### src/sv/rcf_ram.sv
// Generic simple dual-port RAM: one write port, one read port with
// registered read data. No dependencies.
module rcf_ram #(
	parameter int WIDTH = 8,
	parameter int DEPTH = 16
) (
	input  logic                     clk,
	input  logic                     we,
	input  logic [$clog2(DEPTH)-1:0] waddr,
	input  logic [WIDTH-1:0]         wdata,
	input  logic                     re,
	input  logic [$clog2(DEPTH)-1:0] raddr,
	output logic [WIDTH-1:0]         rdata
);

	logic [WIDTH-1:0] mem_q [DEPTH];

	always_ff @(posedge clk) begin
		if (we) begin
			mem_q[waddr] <= wdata;
		end
		if (re) begin
			rdata <= mem_q[raddr];
		end
	end

endmodule

### config.mk
export PLATFORM = sky130hd
export DESIGN_NAME = rcf_ram
export DESIGN_NICKNAME = d
export VERILOG_FILES = /design/src/sv/rcf_ram.sv
export SDC_FILE = /design/constraint.sdc
export NUM_CORES = 1
export LEC_CHECK = 0
export BUFFER_PORTS_ARGS = -buffer_cell sky130_fd_sc_hd__buf_2
export CORE_ASPECT_RATIO = 1.5
export CORE_MARGIN = 4
export CORE_UTILIZATION = 40
export CTS_CLUSTER_SIZE = 8
export DETAILED_ROUTE_END_ITERATION = 10
export PLACE_DENSITY = 0.53
export SYNTH_ARGS = -nofsm -noshare
export SYNTH_HDL_FRONTEND = slang
export SYNTH_SLANG_ARGS = --single-unit
### constraint.sdc
create_clock -name clk -period 2.5 [get_ports clk]
set_clock_uncertainty 0.2 [all_clocks]
set_input_delay 0.5 -clock clk [delete_from_list [all_inputs] [get_ports clk]]
set_output_delay 0.5 -clock clk [all_outputs]
set_load 0.02 [all_outputs]
==> results by group <==
Power
  – Portion of total power attributed to sequential cells: 48.5%
  – Net switching power: 1.01 mW
  – Leakage power summed over all cells: 2.14 nW
  – Switching Fraction: 18.9%
  – Power density cells: 852 nW/um^2
  – Worst supply voltage drop on vdd: 449 uV
  – Gate power share: 4.6%
  – Clock power share: 46.9%
  – Power Internal: 4.33 mW

Drt
  – Vias per Instance: 5.48
  – DRC violation total after the first TritonRoute iteration: 167
  – Number of design rule violations left after detail routing: 0
  – Detail Route Antenna Nets: 0
  – Routed length per instance: 22.9 microns
  – Aggregate routed wire length: 10500 microns
  – Number of search-and-repair iterations in the first detailed-routing pass: 4
  – Total number of vias: 2499

Floorplan
  – Die height: 148 microns
  – Horizontal die dimension: 101 microns
  – Effective utilization at floorplan: 41.4%
  – Die ar.: 15000 sq um
  – Num rows: 50
  – Core ar.: 12600 sq um
  – Boundary pin count: 27

Yosys
  – Post-synthesis register bit count: 136
  – Syn Inst Count: 229
  – Cells taking the most area after synthesis: sky130_fd_sc_hd__edfxtp_1, sky130_fd_sc_hd__mux4_2, sky130_fd_sc_hd__mux4_1
  – Yosys synthesis warning count: 0
  – Number of enable flip-flop cells after synthesis: 136
  – Mean instance size in the synthesized netlist: 22.8 sq um
  – Syn nets: 248
  – Cell area after synthesis: 5230 sq um
  – Proportion of netlist area held by the largest area contributor: 78.1%
  – Number of library cell types mapped by synthesis: 18
  – Yosys top cell by area: sky130_fd_sc_hd__edfxtp_1
  – Most numerous cell types in the synthesized netlist: sky130_fd_sc_hd__edfxtp_1, sky130_fd_sc_hd__mux4_2, sky130_fd_sc_hd__a22oi_1, sky130_fd_sc_hd__mux4_1, sky130_fd_sc_hd__nor2_1
  – Most used DFF post-synth: sky130_fd_sc_hd__edfxtp_1
  – Most frequent cell after synthesis: sky130_fd_sc_hd__edfxtp_1
  – Post-synthesis sequential area ratio: 78.1%
  – Async set-or-reset flop fraction in the synthesized netlist: 0%

GRT
  – Number of antenna violations at the first check in global routing: 0
  – Vias in the first global route: 2665
  – Pin count of the biggest net entering global routing: 33
  – Global-route wire length before repair: 16300 microns
  – GR Util All Layers: 15.4%
  – GRT overflow: 0

CTS
  – Clk pin slew, worst setup/hold paths: 0.06 ns
  – Total CTS buffers: 17
  – TritonCTS sink count: 136
  – Clock latency of the later-clocked register in the worst-skew pair: 0.41 ns
  – H-tree levels: 4
  – CTS Hold Bufs: 0
  – Post-CTS setup-driven buffer insertion count: 0
  – Clock root buffer: sky130_fd_sc_hd__clkbuf_16
  – Number of buffers on the longest clock path: 2
  – CTS tree: done
  – Gates resized, CTS repair: 0

Cells and area
  – Non-filler instance count after layout: 456
  – Antenna Diode Count: 0
  – Layout cell share with drive strength beyond 1: 31.7%
  – Layout overhead on the synthesized area: 19.7%
  – Final nets: 306
  – Design Area, Final: 6260 sq um

Critical path
  – Required time of the worst setup path: 2.45 ns
  – Startpoint type of the worst setup path: input pin
  – Data arrival time at the worst-slack endpoint: 1.82 ns
  – Kind of end point of the critical path: flip-flop
  – Critical path class: in2reg
  – Maximum fanout encountered on the critical timing path: 32

Place
  – IO Port Bufs: 26
  – Placer congestion estimate: 0.746
  – DP HPWL: 6800 microns
  – Cell area reported after detailed placement: 5660 sq um
  – Number of placed instances with taps included: 424
  – Setup slack after placement: 0.193 ns

Timing
  – Pins Over Slew Limit: 0
  – Slew at the pin with the worst max-slew slack: 0.452 ns
  – Worst setup slack after layout: 0.629 ns
  – Setup TNS after final layout: 0 ns
  – Highest achievable clock rate: 535 MHz
  – Time the worst path needs with I/O delays and setup: 1.87 ns
  – Unrepaired setup endpoints after global routing: false
  – Tcrit/Tclk final: 74.8%
  – Setup Viol. Count Final: 0
  – Max_slew headroom: 69.8%
  – Final hold violations: 0

Run
  – # Max-Cap Violations: 0

Outcome
  – Outcome: complete, no violations

Hold path
  – Worst hold path class: in2reg
[critical path: stages]
cell	delay [ns]
sky130_fd_sc_hd__buf_2	0.10
sky130_fd_sc_hd__buf_12	0.25
sky130_fd_sc_hd__mux4_1	0.60
sky130_fd_sc_hd__a22oi_1	0.26
sky130_fd_sc_hd__nand2_1	0.09
[sequential cells by signal, indices dropped and copies added, names as in the netlist]
signal,cells
mem_q,128
rdata,8
[path summary, 6_finish.rpt]
kind | from | end | slack [ns] | depth (start not counted)
worst max-delay path | raddr[0] | rdata[0] | 0.63 | 5
worst min-delay path | re | rdata[2] | 0.27 | 1
worst max register to register | mem_q[1][2] | rdata[2] | 0.80 | 3
worst min register to register | mem_q[15][4] | rdata[4] | 0.55 | 3
[power by group through the flow]
stage	clock network [mW]	logic [mW]	registers, mW
CTS	2.56	0.254	2.58
finish	2.50	0.248	2.58
detailed placement	0	0.253	2.63
global placement	0	0.248	2.63
floorplan	0	0.130	2.64
global route	2.65	0.272	2.59
[layout make-up]
cell class                 instances  area, sq um
fill                            1064         6380
sequential                       136         4080
multi-input combinational         83         1060
clock buffer                      21          440
timing repair buffer              49          328
tap                              156          195
clock inverter                    11          154
[metal layers]
metal	global-route usage, %	up-vias	wire [microns]
met2	26.0	74	5690
met4	5.72	0	170
met1	18.7	1315	4100
met5	0	-	0
met3	4.34	13	494
li1	-	1097	-
[cell usage in the layout, fill, tap and decap left out]
cell type                   synthesis  layout
sky130_fd_sc_hd__edfxtp_1         136     136
sky130_fd_sc_hd__buf_2              3      26
sky130_fd_sc_hd__buf_4              1      21
sky130_fd_sc_hd__mux4_2            18      18
sky130_fd_sc_hd__clkbuf_16          0      17
sky130_fd_sc_hd__a22oi_1           16      16
sky130_fd_sc_hd__mux4_1            14      14
sky130_fd_sc_hd__nor2_1            13      13
sky130_fd_sc_hd__nand2_1            9       9
sky130_fd_sc_hd__clkinv_2           0       6
sky130_fd_sc_hd__nor3_1             4       4
sky130_fd_sc_hd__clkbuf_1           0       4
sky130_fd_sc_hd__bufinv_16          0       4
sky130_fd_sc_hd__nand3b_1           2       2
sky130_fd_sc_hd__nand2b_1           2       2
sky130_fd_sc_hd__buf_12             0       2
sky130_fd_sc_hd__nor2b_1            1       1
sky130_fd_sc_hd__and2_1             1       1
sky130_fd_sc_hd__and2b_1            1       1
sky130_fd_sc_hd__nand3_1            1       1
sky130_fd_sc_hd__or3b_2             1       1
sky130_fd_sc_hd__clkinv_1           0       1
[through the flow]
step	hold WS (ns)	util, %	power (mW)
3_5_place_dp	0.539	44.8	2.88
6_report	0.272	49.5	5.33
5_1_grt	0.260	49.5	5.51
3_3_place_gp	0.529	44.8	2.88
4_1_cts	0.266	49.5	5.39
2_1_floorplan	0.399	-	2.77
[cell families after synthesis]
family | after synthesis | synth area share, %
flops | 136 | 78.1
simple gates | 35 | 3.14
mux | 32 | 14.8
compound gates | 16 | 2.30
buf+inv | 10 | 1.65
(Power assumes the default switching activity.)
